===== config.mk =====
export PLATFORM = sky130hd
export DESIGN_NAME = base64_text_decoder
export DESIGN_NICKNAME = d
export VERILOG_FILES = /design/src/hdl/b64td_pkg.sv /design/src/hdl/b64td_front.sv /design/src/hdl/b64td_grpq.sv /design/src/hdl/b64td_back.sv /design/src/hdl/base64_text_decoder.sv
export VERILOG_INCLUDE_DIRS = /design/src /design/src/hdl
export SDC_FILE = /design/constraint.sdc
export NUM_CORES = 1
export LEC_CHECK = 0
export BUFFER_PORTS_ARGS = -buffer_cell sky130_fd_sc_hd__buf_2
export CORE_ASPECT_RATIO = 1.25
export CORE_MARGIN = 2
export CORE_UTILIZATION = 50
export DETAILED_ROUTE_END_ITERATION = 12
export GPL_TIMING_DRIVEN = 0
export MAX_ROUTING_LAYER = met4
export PLACE_DENSITY_LB_ADDON = 0.12
export SLEW_MARGIN = 20
export SYNTH_ARGS = -nofsm -noshare
export SYNTH_HDL_FRONTEND = slang
export SYNTH_HIERARCHICAL = 1
export SYNTH_SLANG_ARGS = --single-unit

===== constraint.sdc =====
create_clock -name clk -period 7.6 [get_ports clk]
set_input_delay 0.76 -clock clk [delete_from_list [all_inputs] [get_ports clk]]
set_output_delay 0.76 -clock clk [all_outputs]
set_load 0.03 [all_outputs]

===== src/hdl/base64_text_decoder_assert.svh =====
// assertion macros used by the base64 text decoder back end
// expects a clock named clk and a synchronous reset named rst in the including module
`ifndef BASE64_TEXT_DECODER_ASSERT_SVH
`define BASE64_TEXT_DECODER_ASSERT_SVH

// checked outside reset only
`define B64_ASSERT(lbl, prop, msg) \
  lbl: assert property (@(posedge clk) disable iff (rst) prop) else $error(msg);

// checked at every edge, reset included
`define B64_ASSERT_ALWAYS(lbl, prop, msg) \
  lbl: assert property (@(posedge clk) prop) else $error(msg);

`endif


===== src/hdl/b64td_pkg.sv =====
// shared types, constants and character classification for the base64 text decoder
// no dependencies
`default_nettype none

package b64td_pkg;

  localparam logic [7:0] QMARK = 8'h3F;
  localparam logic [7:0] PAD   = 8'h3D;

  localparam int GRPQ_DEPTH = 4;
  localparam int GRPQ_AW    = $clog2(GRPQ_DEPTH);

  // one decoded group: byte 0 in the top bits, keep[0] goes with byte 0
  typedef struct packed {
    logic [23:0] bytes;
    logic [2:0]  keep;
  } grp_t;

  // {bad, 6-bit value}; pad counts as zero
  function automatic logic [6:0] sextet(input logic [7:0] c);
    logic [7:0] d;
    logic [6:0] r;
    d = 8'h00;
    r = 7'h40;
    if (c >= 8'h41 && c <= 8'h5A) begin
      d = c - 8'h41;
      r = {1'b0, d[5:0]};
    end else if (c >= 8'h61 && c <= 8'h7A) begin
      d = c - 8'h61 + 8'd26;
      r = {1'b0, d[5:0]};
    end else if (c >= 8'h30 && c <= 8'h39) begin
      d = c - 8'h30 + 8'd52;
      r = {1'b0, d[5:0]};
    end else if (c == 8'h2B) begin
      r = {1'b0, 6'd62};
    end else if (c == 8'h2F) begin
      r = {1'b0, 6'd63};
    end else if (c == PAD) begin
      r = 7'h00;
    end
    return r;
  endfunction

  function automatic logic is_fold_ws(input logic [7:0] c);
    return (c == 8'h20) || (c == 8'h09) || (c == 8'h0D) || (c == 8'h0A);
  endfunction

endpackage

`default_nettype wire


===== src/hdl/b64td_front.sv =====
// front end: accepts text bytes, drops whitespace, gathers groups of four
// depends on b64td_pkg
`default_nettype none

module b64td_front (
  input  wire logic           clk,
  input  wire logic           rst,
  input  wire logic           s_tvalid,
  output logic                s_tready,
  input  wire logic [7:0]     s_tdata,
  input  wire logic           s_tlast,
  input  wire logic           q_full,
  output logic                q_push,
  output b64td_pkg::grp_t     q_data
);
  import b64td_pkg::*;

  logic [1:0]  held_count;
  logic [5:0]  held_val [3];
  logic        held_pad1;
  logic        held_pad2;
  logic        held_bad;

  logic        acc;
  logic        ws;
  logic [6:0]  cls;
  logic        grp_done;
  logic        grp_bad;

  assign s_tready = !q_full;
  assign acc      = s_tvalid && s_tready;
  assign ws       = is_fold_ws(s_tdata);
  assign cls      = sextet(s_tdata);
  assign grp_done = acc && !ws && (held_count == 2'd3);
  assign grp_bad  = held_bad || cls[6];

  always_comb begin
    if (grp_bad) begin
      q_data.bytes = {QMARK, QMARK, QMARK};
      q_data.keep  = 3'b111;
    end else begin
      q_data.bytes = {held_val[0], held_val[1], held_val[2], cls[5:0]};
      q_data.keep  = {s_tdata != PAD, !held_pad2, !held_pad1};
    end
  end

  assign q_push = grp_done && (q_data.keep != 3'b000);

  always_ff @(posedge clk) begin
    if (rst) begin
      held_count <= 2'd0;
    end else if (acc) begin
      if (s_tlast || grp_done) begin
        held_count <= 2'd0;
      end else if (!ws) begin
        held_count <= held_count + 2'd1;
      end
    end
  end

  // character slots, no reset needed: count says which are live
  always_ff @(posedge clk) begin
    if (acc && !ws && held_count != 2'd3) begin
      held_val[held_count] <= cls[5:0];
      if (held_count == 2'd0) begin
        held_bad <= cls[6];
      end else begin
        held_bad <= held_bad || cls[6];
      end
      if (held_count == 2'd1) begin
        held_pad1 <= (s_tdata == PAD);
      end
      if (held_count == 2'd2) begin
        held_pad2 <= (s_tdata == PAD);
      end
    end
  end

endmodule

`default_nettype wire


===== src/hdl/b64td_grpq.sv =====
// short queue of decoded groups between front and back
// depends on b64td_pkg
`default_nettype none

module b64td_grpq (
  input  wire logic           clk,
  input  wire logic           rst,
  input  wire logic           push,
  input  wire b64td_pkg::grp_t wr_data,
  output logic                full,
  input  wire logic           pop,
  output logic                rd_valid,
  output b64td_pkg::grp_t     rd_data
);
  import b64td_pkg::*;

  grp_t                  slots [GRPQ_DEPTH];
  logic [GRPQ_AW-1:0]    wr_ptr;
  logic [GRPQ_AW-1:0]    rd_ptr;
  logic [GRPQ_AW:0]      count;
  logic                  do_push;
  logic                  do_pop;

  assign full     = (count == (GRPQ_AW+1)'(GRPQ_DEPTH));
  assign rd_valid = (count != '0);
  assign rd_data  = slots[rd_ptr];
  assign do_push  = push && !full;
  assign do_pop   = pop && rd_valid;

  always_ff @(posedge clk) begin
    if (rst) begin
      wr_ptr <= '0;
      rd_ptr <= '0;
      count  <= '0;
    end else begin
      if (do_push) begin
        wr_ptr <= wr_ptr + 1'b1;
      end
      if (do_pop) begin
        rd_ptr <= rd_ptr + 1'b1;
      end
      case ({do_push, do_pop})
        2'b10:   count <= count + 1'b1;
        2'b01:   count <= count - 1'b1;
        default: count <= count;
      endcase
    end
  end

  always_ff @(posedge clk) begin
    if (do_push) begin
      slots[wr_ptr] <= wr_data;
    end
  end

endmodule

`default_nettype wire


===== src/hdl/b64td_back.sv =====
// back end: takes groups from the queue and sends their bytes one per cycle while the receiver is ready
// depends on b64td_pkg and base64_text_decoder_assert.svh
`default_nettype none
`include "base64_text_decoder_assert.svh"

module b64td_back (
  input  wire logic           clk,
  input  wire logic           rst,
  input  wire logic           q_valid,
  input  wire b64td_pkg::grp_t q_data,
  output logic                q_pop,
  output logic                m_tvalid,
  input  wire logic           m_tready,
  output logic [7:0]          m_tdata,
  output logic                m_tlast
);
  import b64td_pkg::*;

  logic [23:0] cur_bytes;
  logic [2:0]  cur_mask;
  logic [2:0]  mask_left;
  logic [7:0]  sel_byte;
  logic        adv;

  // lowest set bit of the mask picks the byte
  always_comb begin
    if (cur_mask[0]) begin
      sel_byte  = cur_bytes[23:16];
      mask_left = {cur_mask[2:1], 1'b0};
    end else if (cur_mask[1]) begin
      sel_byte  = cur_bytes[15:8];
      mask_left = {cur_mask[2], 2'b00};
    end else begin
      sel_byte  = cur_bytes[7:0];
      mask_left = 3'b000;
    end
  end

  assign adv   = (cur_mask != 3'b000) && (!m_tvalid || m_tready);
  assign q_pop = q_valid && ((cur_mask == 3'b000) || (adv && mask_left == 3'b000));

  always_ff @(posedge clk) begin
    if (rst) begin
      cur_mask <= 3'b000;
      m_tvalid <= 1'b0;
    end else begin
      if (q_pop) begin
        cur_mask <= q_data.keep;
      end else if (adv) begin
        cur_mask <= mask_left;
      end
      if (adv) begin
        m_tvalid <= 1'b1;
      end else if (m_tready) begin
        m_tvalid <= 1'b0;
      end
    end
  end

  always_ff @(posedge clk) begin
    if (q_pop) begin
      cur_bytes <= q_data.bytes;
    end
    if (adv) begin
      m_tdata <= sel_byte;
      m_tlast <= (mask_left == 3'b000);
    end
  end

  `B64_ASSERT_ALWAYS(a_reset_idle, rst |=> !m_tvalid, "output valid right after reset")
  `B64_ASSERT(a_rest_held, (m_tvalid && m_tready && !m_tlast) |-> (cur_mask != 3'b000),
              "group bytes lost before run end")
  `B64_ASSERT(a_pop_busy, (q_pop && cur_mask != 3'b000) |-> (adv && mask_left == 3'b000),
              "group taken while current one unfinished")
  `B64_ASSERT(a_pop_nonempty, q_pop |=> (cur_mask != 3'b000),
              "empty group loaded")

endmodule

`default_nettype wire


===== src/hdl/base64_text_decoder.sv =====
// top level of the streaming base64 text decoder
// depends on b64td_pkg, b64td_front, b64td_grpq, b64td_back
//
// input stream (s_*): one encoded text byte per request; s_tlast marks the
// final byte of a text, after which any partial group is dropped.
// output stream (m_*): one decoded byte per request; m_tlast marks the last
// byte produced by a group of four characters. groups holding a byte above
// 127 or outside the alphabet produce three '?' bytes.
// whitespace (space, tab, cr, lf) is skipped and produces nothing.
// after the fourth character is accepted, the group is written into the queue,
// loaded by the back end and its first byte registered on the output.
// throughput: one input byte per cycle while the queue is not full; the back
// end sends one byte per cycle while the receiver is ready.
// a four-entry group queue sits between front and back; when the receiver
// stalls the queue fills and s_tready drops only once it is full.
// reset (rst, synchronous) empties the queue, the output register and the
// partial group.
`default_nettype none

module base64_text_decoder (
  input  wire logic       clk,
  input  wire logic       rst,
  input  wire logic       s_tvalid,
  output logic            s_tready,
  input  wire logic [7:0] s_tdata,   // [7:0] text_byte
  input  wire logic       s_tlast,   // end_of_text
  output logic            m_tvalid,
  input  wire logic       m_tready,
  output logic [7:0]      m_tdata,   // [7:0] out_byte
  output logic            m_tlast    // run_end
);
  import b64td_pkg::*;

  // front to queue
  logic  q_full;
  logic  q_push;
  grp_t  q_wr;

  // queue to back
  logic  q_valid;
  logic  q_pop;
  grp_t  q_rd;

  // classify characters and build groups
  b64td_front u_front (
    .clk      (clk),
    .rst      (rst),
    .s_tvalid (s_tvalid),
    .s_tready (s_tready),
    .s_tdata  (s_tdata),
    .s_tlast  (s_tlast),
    .q_full   (q_full),
    .q_push   (q_push),
    .q_data   (q_wr)
  );

  // decouples character intake from byte output
  b64td_grpq u_grpq (
    .clk      (clk),
    .rst      (rst),
    .push     (q_push),
    .wr_data  (q_wr),
    .full     (q_full),
    .pop      (q_pop),
    .rd_valid (q_valid),
    .rd_data  (q_rd)
  );

  // serialize the kept bytes of each group
  b64td_back u_back (
    .clk      (clk),
    .rst      (rst),
    .q_valid  (q_valid),
    .q_data   (q_rd),
    .q_pop    (q_pop),
    .m_tvalid (m_tvalid),
    .m_tready (m_tready),
    .m_tdata  (m_tdata),
    .m_tlast  (m_tlast)
  );

endmodule

`default_nettype wire


==> flow_summary.toml, run 1 <==
[finish]
drive_gt1_frac = 0.2034
fin_area_um2 = 8661
final_cell_mix = "edfxtp_1 (162), buf_2 (29), nand2_1 (27), inv_1 (22), nor2_1 (21)"
syn_to_final_growth_pct = 14.28
finalNetCount = 547
final_common_cell = "edfxtp_1"
finalNonFillerCells = 708
antenna_cells = 0

[synthesis]
synthSimpleGateAreaFrac = 0.08701
synth.distinct_cells = 66
synth_nets = 501
yosys_warnings = 6
synth_edf_count = 162
synth_top_area_frac = 0.6419
synth_compound_gate_area_share = 0.06241
ys_top_cells_by_area = "edfxtp_1 (64%), mux4_2 (5.9%), dfxtp_1 (4.0%)"
yosys.area_share.xor_xnor = 0.005778
yosysSeqAreaShare = 0.6815
postSynthCellCount = 467
synth_top_area_cell = "edfxtp_1"
syn_area_um2 = 7579
synth_top_family_by_area = "multiplexers"
muxShareOfSynthArea = 0.09708
synthAdderAreaFrac = 0.03566
async_flop_share = 0
synth_seq_cells = 177
ys.flop_type = "edfxtp_1"
avgSynthCellArea_um2 = 16.23

[setup_path]
max_stage_delay_ps = 680
reg2reg_from = "u_grpq/count[0]"
path_max_fanout = 9
path_cells = "buf_2, inv_1, ha_1, nand2_1, a311oi_1, nor2_1, and3_1, inv_1, nor2_1, inv_1, ha_1, inv_1, fa_1, xor2_1, or3_1, a21oi_1"
cp-end-kind = "flop"
critPathSlowestCell = "a311oi_1"
rrSetupSlack_ps = 4360
crit_type = "in2reg"
reg2reg_depth = 9
timing.rr.end = "u_grpq/count[2]"
crit_path_frequent_cell = "inv_1"
cp-start-kind = "input pin"
worstPathArrival_ps = 4020
cp.required_ps = 7950

[pwr]
vdd_drop_max_mv = 0.1504
p_per_area_nw_per_um2 = 236.9
p_total_mw = 2.052
leakagePower_nw = 2.895

[clocking]
cts_buffer_depth = 2
post_cts_resized = 0
cts_sinks = 177
cts_tree = "yes"
cts_root_buf = "clkbuf_16"
cts_hold_buf = 0
htree_num_levels = 4
clk_pin_slew_worst_paths_ps = 60
clk-insertion-delay-late_ps = 420
cts_setup_buffers = 0
cts_made_buffers = 17

[floorplanning]
rows = 50
initial_core_util = 0.5090
coreArea_um2 = 14890
fp.dieArea_um2 = 16160
die_w_um = 114.1
io_pins = 24
die_h_um = 141.6

[sta]
final_max_slew_viol_count = 0
final.setup_skew_ps = 5.633
final-setup-viol-count = 0
tns_ps = 0
hold_viol_final = 0
relSlewSlack = 0.4440
final.period_utilization = 0.4820
min_period_ps = 3663
rsz0062_at_grt = "false"
max_freq_ghz = 0.2730
max_slew.worst_pin.slew_ps = 827.2
fin_hold_ws_ps = 528.7

[routing]
drtIter0Drc = 204
vias = 4028
wl_per_cell_um = 20.44
first_pass_iters = 4
drc_errors = 0
via_per_inst = 5.689
wirelength_um = 14470
drtAntennaViolNets = 0

[global_route]
antenna_found_initial = 0
grt_max_degree = 27
overflow = 0
grt_pass1_vias = 4008
grt_pass1_wl_um = 22610
grtUsageTotal = 0.1974

[min_path]
holdPathStages = 2
min_from = "u_back/cur_bytes[21]"
min_path_type = "reg2reg"
worstHoldEndpoint = "u_back/m_tdata[5]"

[run_status]
status = "finished, final reports clean"

[placed_design]
gp_routability_congestion = 0.8373
dp_hpwl_um = 9943
portBuffers = 23
place_area_um2 = 8020
dp_cells = 676

[flow_run]
drv_cap = 0
## power by group
part	leakage (nW)	internal (mW)	switching [mW]	total, mW
Combinational	0.978	0.0199	0.0383	0.0582
Clock	0.300	0.583	0.349	0.931
Sequential	1.62	1.06	0.00207	1.06
Total	2.90	1.66	0.389	2.05
## cells by family after synthesis
logic type	after synthesis
AOI/OAI and AO/OA	65
xor gates and xnor gates	5
adders and majority gates	21
buffers and inverters	40
DFF	177
muxes	37
and+or+nand+nor	122
## worst max-delay path: cells and delay by family
| kind | cells | cell delay [ps] |
|---|---|---|
| XOR/XNOR | 1 | 160 |
| AO/OA/AOI/OAI | 2 | 820 |
| adder cells (fa/ha/maj) | 3 | 820 |
| AND/OR/NAND/NOR | 5 | 880 |
| buffers and inverters | 5 | 580 |
## metal layers
layer | global-route usage | vias to the layer above | wire, um
met5 | - | - | 0
met4 | 0.06996 | 0 | 285
met3 | 0.04870 | 15 | 533
met2 | 0.3299 | 85 | 7662
met1 | 0.2340 | 2029 | 5990
li1 | - | 1899 | -
## cell type report
type	instances	area, um^2
timing repair buffer	27	202.7
buffer	18	148.9
clock buffer	18	429.2
inverter	22	82.58
clock inverter	14	211.5
sequential	177	5165
multi-input combinational	250	2193
fill	1140	6228
tap	182	227.7
## Yosys cell counts, types with 2 or more instances
master and instances:
mux2i_1 9, a221oi_1 2, mux4_2 20, buf_12 2
nor2_1 21, nand3b_1 3, buf_6 5, ha_1 20
and2_1 13, nand2b_1 20, or3_1 6, nor4_1 4
dfxtp_1 15, nand4_1 2, o21ai_0 18, xnor2_1 2
edfxtp_1 162, inv_1 22, buf_2 6, a211oi_1 5
o211ai_1 2, nand2_1 27, nor2b_1 5, a21oi_1 13
clkbuf_1 3, nand3_1 3, mux4_1 7, nor3_1 5
and3_1 4, a31oi_1 2, xor2_1 3, a311o_1 2
## registers in the layout, summed over array words and instances, names as in the netlist, 2 cells and up, named ones only
signal	flops
u_back/m_tdata	8
u_back/cur_mask	3
u_grpq/count	3
u_grpq/slots	108
u_front/held_count	2
u_grpq/rd_ptr	2
u_back/cur_bytes	24
u_front/held_val	18
u_grpq/wr_ptr	2
## how the worst max path moves through the flow
stage / from / endpoint / depth (start not counted)
3_3_place_gp: s_tdata[2] / u_grpq/slots[0][8] / 10
2_1_floorplan: s_tdata[4] / u_grpq/count[2] / 14
5_1_grt: s_tdata[2] / u_grpq/count[2] / 16
4_1_cts: s_tdata[2] / u_grpq/count[2] / 16
6_report: s_tdata[2] / u_grpq/count[2] / 16
3_5_place_dp: s_tdata[2] / u_grpq/count[2] / 16
## through the flow
step                setup WS [ps]    util
CTS                          3919  0.5817
floorplan                    4254       -
global placement             3370  0.5320
finish                       3937  0.5817
detailed placement           3483  0.5387
global route                 3694  0.5817
(Power assumes the default switching activity.)
==> run 2, diff against run 1 <==
Settings changed: ABC_AREA set to 1.
Clock period 7.6 ns to 3.8 ns, I/O delays scaled along.
==> run 2 against run 1 <==
- clock power is 92% higher
- utilization is 0.22 points lower
- synthesized area is 2.6% higher
- combinational power grew to 2.8 times the previous value
- die area is 2.6% higher
- critical endpoint unchanged
- largest power group unchanged
==> flow_summary.toml, run 2 <==
[setup_path]
critPathSlowestCell = "a21oi_4"
path_max_fanout = 28
path_cells = "o21ai_1, nand3_2, a21oi_4, nand2_1, inv_1, ha_1, inv_1, fa_1, inv_1, nand2_1, nand3_1, nand2_1, nand2_1, nor2_1"
timing.rr.end = "u_grpq/count[2]"
rrSetupSlack_ps = 1050
crit_type = "reg2reg"
cp.required_ps = 4120
cp-start-kind = "flop"
cp-end-kind = "flop"
reg2reg_depth = 14
reg2reg_from = "u_back/cur_mask[0]"
crit_path_frequent_cell = "nand2_1"
crit_path_start = "u_back/cur_mask[0]"
worstPathArrival_ps = 3070
max_stage_delay_ps = 670

[floorplanning]
die_w_um = 115.6
fp.dieArea_um2 = 16580
die_h_um = 143.5
io_pins = 24
rows = 51
coreArea_um2 = 15380
initial_core_util = 0.5058

[synthesis]
synth.distinct_cells = 37
ys.flop_type = "edfxtp_1"
ys_top_cells_by_area = "edfxtp_1 (63%), nor2_1 (4.4%), nand2_1 (4.1%)"
synthTopCellsByCount = "edfxtp_1 (162), nor2_1 (92), nand2_1 (86)"
synth_nets = 706
yosys_warnings = 6
async_flop_share = 0
synth_top_area_cell = "edfxtp_1"
synth_edf_count = 162
synth_seq_cells = 177
yosysMostFrequentCell = "edfxtp_1"
yosysSeqAreaShare = 0.6640
syn_area_um2 = 7779
synth_top_area_frac = 0.6254
avgSynthCellArea_um2 = 11.58
postSynthCellCount = 672

[routing]
vias = 4951
dr_wl_met3_um = 616
wirelength_um = 16120
drc_errors = 0
via_per_inst = 5.256
drt-met1-wl_um = 6500
drtIter0Drc = 350
dr_wl_met2_um = 8760
routed.top_layer = "met4"
wl_per_cell_um = 17.11
first_pass_iters = 6
drtAntennaViolNets = 0

[min_path]
holdPathStages = 4
min_path_type = "in2reg"
min_from = "s_tlast"
worstHoldEndpoint = "u_front/held_count[1]"

[clocking]
cts_sinks = 177
cts_tree = "yes"
clk_pin_slew_worst_paths_ps = 70
clk-insertion-delay-late_ps = 430
cts_made_buffers = 17
cts_setup_buffers = 0
cts_hold_buf = 0
cts_buffer_depth = 2
post_cts_resized = 0
cts_root_buf = "clkbuf_16"
htree_num_levels = 4

[sta]
setup_slack_ps = 1049
relSlewSlack = 0.4678
final.setup_skew_ps = 14.00
tns_ps = 0
final_max_slew_viol_count = 0
final-setup-viol-count = 0
max_slew.worst_pin.slew_ps = 796.6
rsz0062_at_grt = "false"
final.period_utilization = 0.7239
hold_viol_final = 0
min_period_ps = 2751
max_freq_ghz = 0.3635
fin_hold_ws_ps = 234.2

[global_route]
grt_pass1_vias = 4873
grt_max_degree = 29
grt_pass1_wl_um = 25390
grtUsageTotal = 0.2130
antenna_found_initial = 0
overflow = 0

[pwr]
p_per_area_nw_per_um2 = 460.7
pwr-share-clk = 0.436
switching_share = 0.2100
combPwrFrac = 0.040
internal-power_mw = 3.243
vdd_drop_max_mv = 0.2477
seq_power_share = 0.524
leakagePower_nw = 3.382
p_sw_mw = 0.8621

[finish]
fin_util = 0.5794
finalNetCount = 751
drive_gt1_frac = 0.1534
antenna_cells = 0
largest_reg_flops = 108
final_common_cell = "edfxtp_1"
syn_to_final_growth_pct = 14.56
largestRegisters = "u_grpq/slots x108, u_back/cur_bytes x24, u_front/held_val x18"
max_flop_register = "u_grpq/slots"
final_cell_mix = "edfxtp_1 (162), nor2_1 (88), nand2_1 (86), inv_1 (64), o21ai_0 (41)"
finalNonFillerCells = 942

[placed_design]
portBuffers = 22
gp_routability_congestion = 0.8510
dpl_worst_slack_ps = 621.7
dp_cells = 910
dp_hpwl_um = 11570

[flow_run]
drv_cap = 0

[run_status]
status = "finished, final reports clean"
==> run 2: changes by cell type in the layout (fill, tap and decap cells not counted), moves of 9 or more <==
cell      change
nand2b_1     -20
o21ai_1      +24
mux2i_1       -9
nor2_1       +67
and2_1        -9
or2_1        +14
a21oi_1      +14
buf_6        +10
o22ai_1      +28
nand3_1      +21
o21ai_0      +23
mux4_2       -20
inv_1        +42
nand2_1      +59
==> run 2: through the flow <==
step	area (um^2)	total power, mW
after floorplan	7779	2.297
after global routing	8911	4.242
after CTS	8911	4.136
after detailed placement	8302	2.357
after global placement	8154	2.351
final	8911	4.105
==> run 2: power groups by stage <==
stage / registers [mW] / logic [mW] / clock network, mW
after CTS: 2.15 / 0.165 / 1.82
after global routing: 2.15 / 0.183 / 1.91
after floorplan: 2.19 / 0.105 / 0
after global placement: 2.19 / 0.159 / 0
after detailed placement: 2.19 / 0.164 / 0
final: 2.15 / 0.164 / 1.79
==> run 2: worst max path at each step <==
stage,slack (ps),endpoint
final,1050,u_grpq/count[2]
after global routing,750,u_grpq/count[2]
after CTS,1020,u_grpq/count[2]
after detailed placement,620,u_grpq/count[2]
after global placement,-730,u_grpq/slots[0][12]
after floorplan,670,u_grpq/slots[0][0]
==> run 2: layout make-up <==
type                       count  area, um^2
fill                        1254        6467
multi-input combinational    401        2160
buffer                        21       203.9
inverter                      73       287.8
sequential                   177        5165
tap                          212       265.3
clock inverter                13       176.4
clock buffer                  19       432.9
timing repair buffer          26       220.2
==> run 2: logic make-up after synthesis <==
kind of cell | count (synthesis) | synth area share
simple gates | 249 | 0.1449
flops | 177 | 0.6640
compound gates | 127 | 0.08863
buf+inv | 94 | 0.06321
fa+ha+maj | 21 | 0.03474
xor+xnor | 4 | 0.004505
==> run 2: worst max-delay path: cells and delay by family (launching register included) <==
kind	cells	cell delay [ps]
compound gates	2	880
fa+ha+maj	2	570
buf+inv	3	280
flops	1	340
simple gates	7	570
==> run 2: routing by layer <==
layer / vias to the layer above / global-route usage
met1: 2393 / 0.2508
met4: 0 / 0.07166
met3: 15 / 0.03712
met5: - / -
met2: 124 / 0.3690
li1: 2419 / -
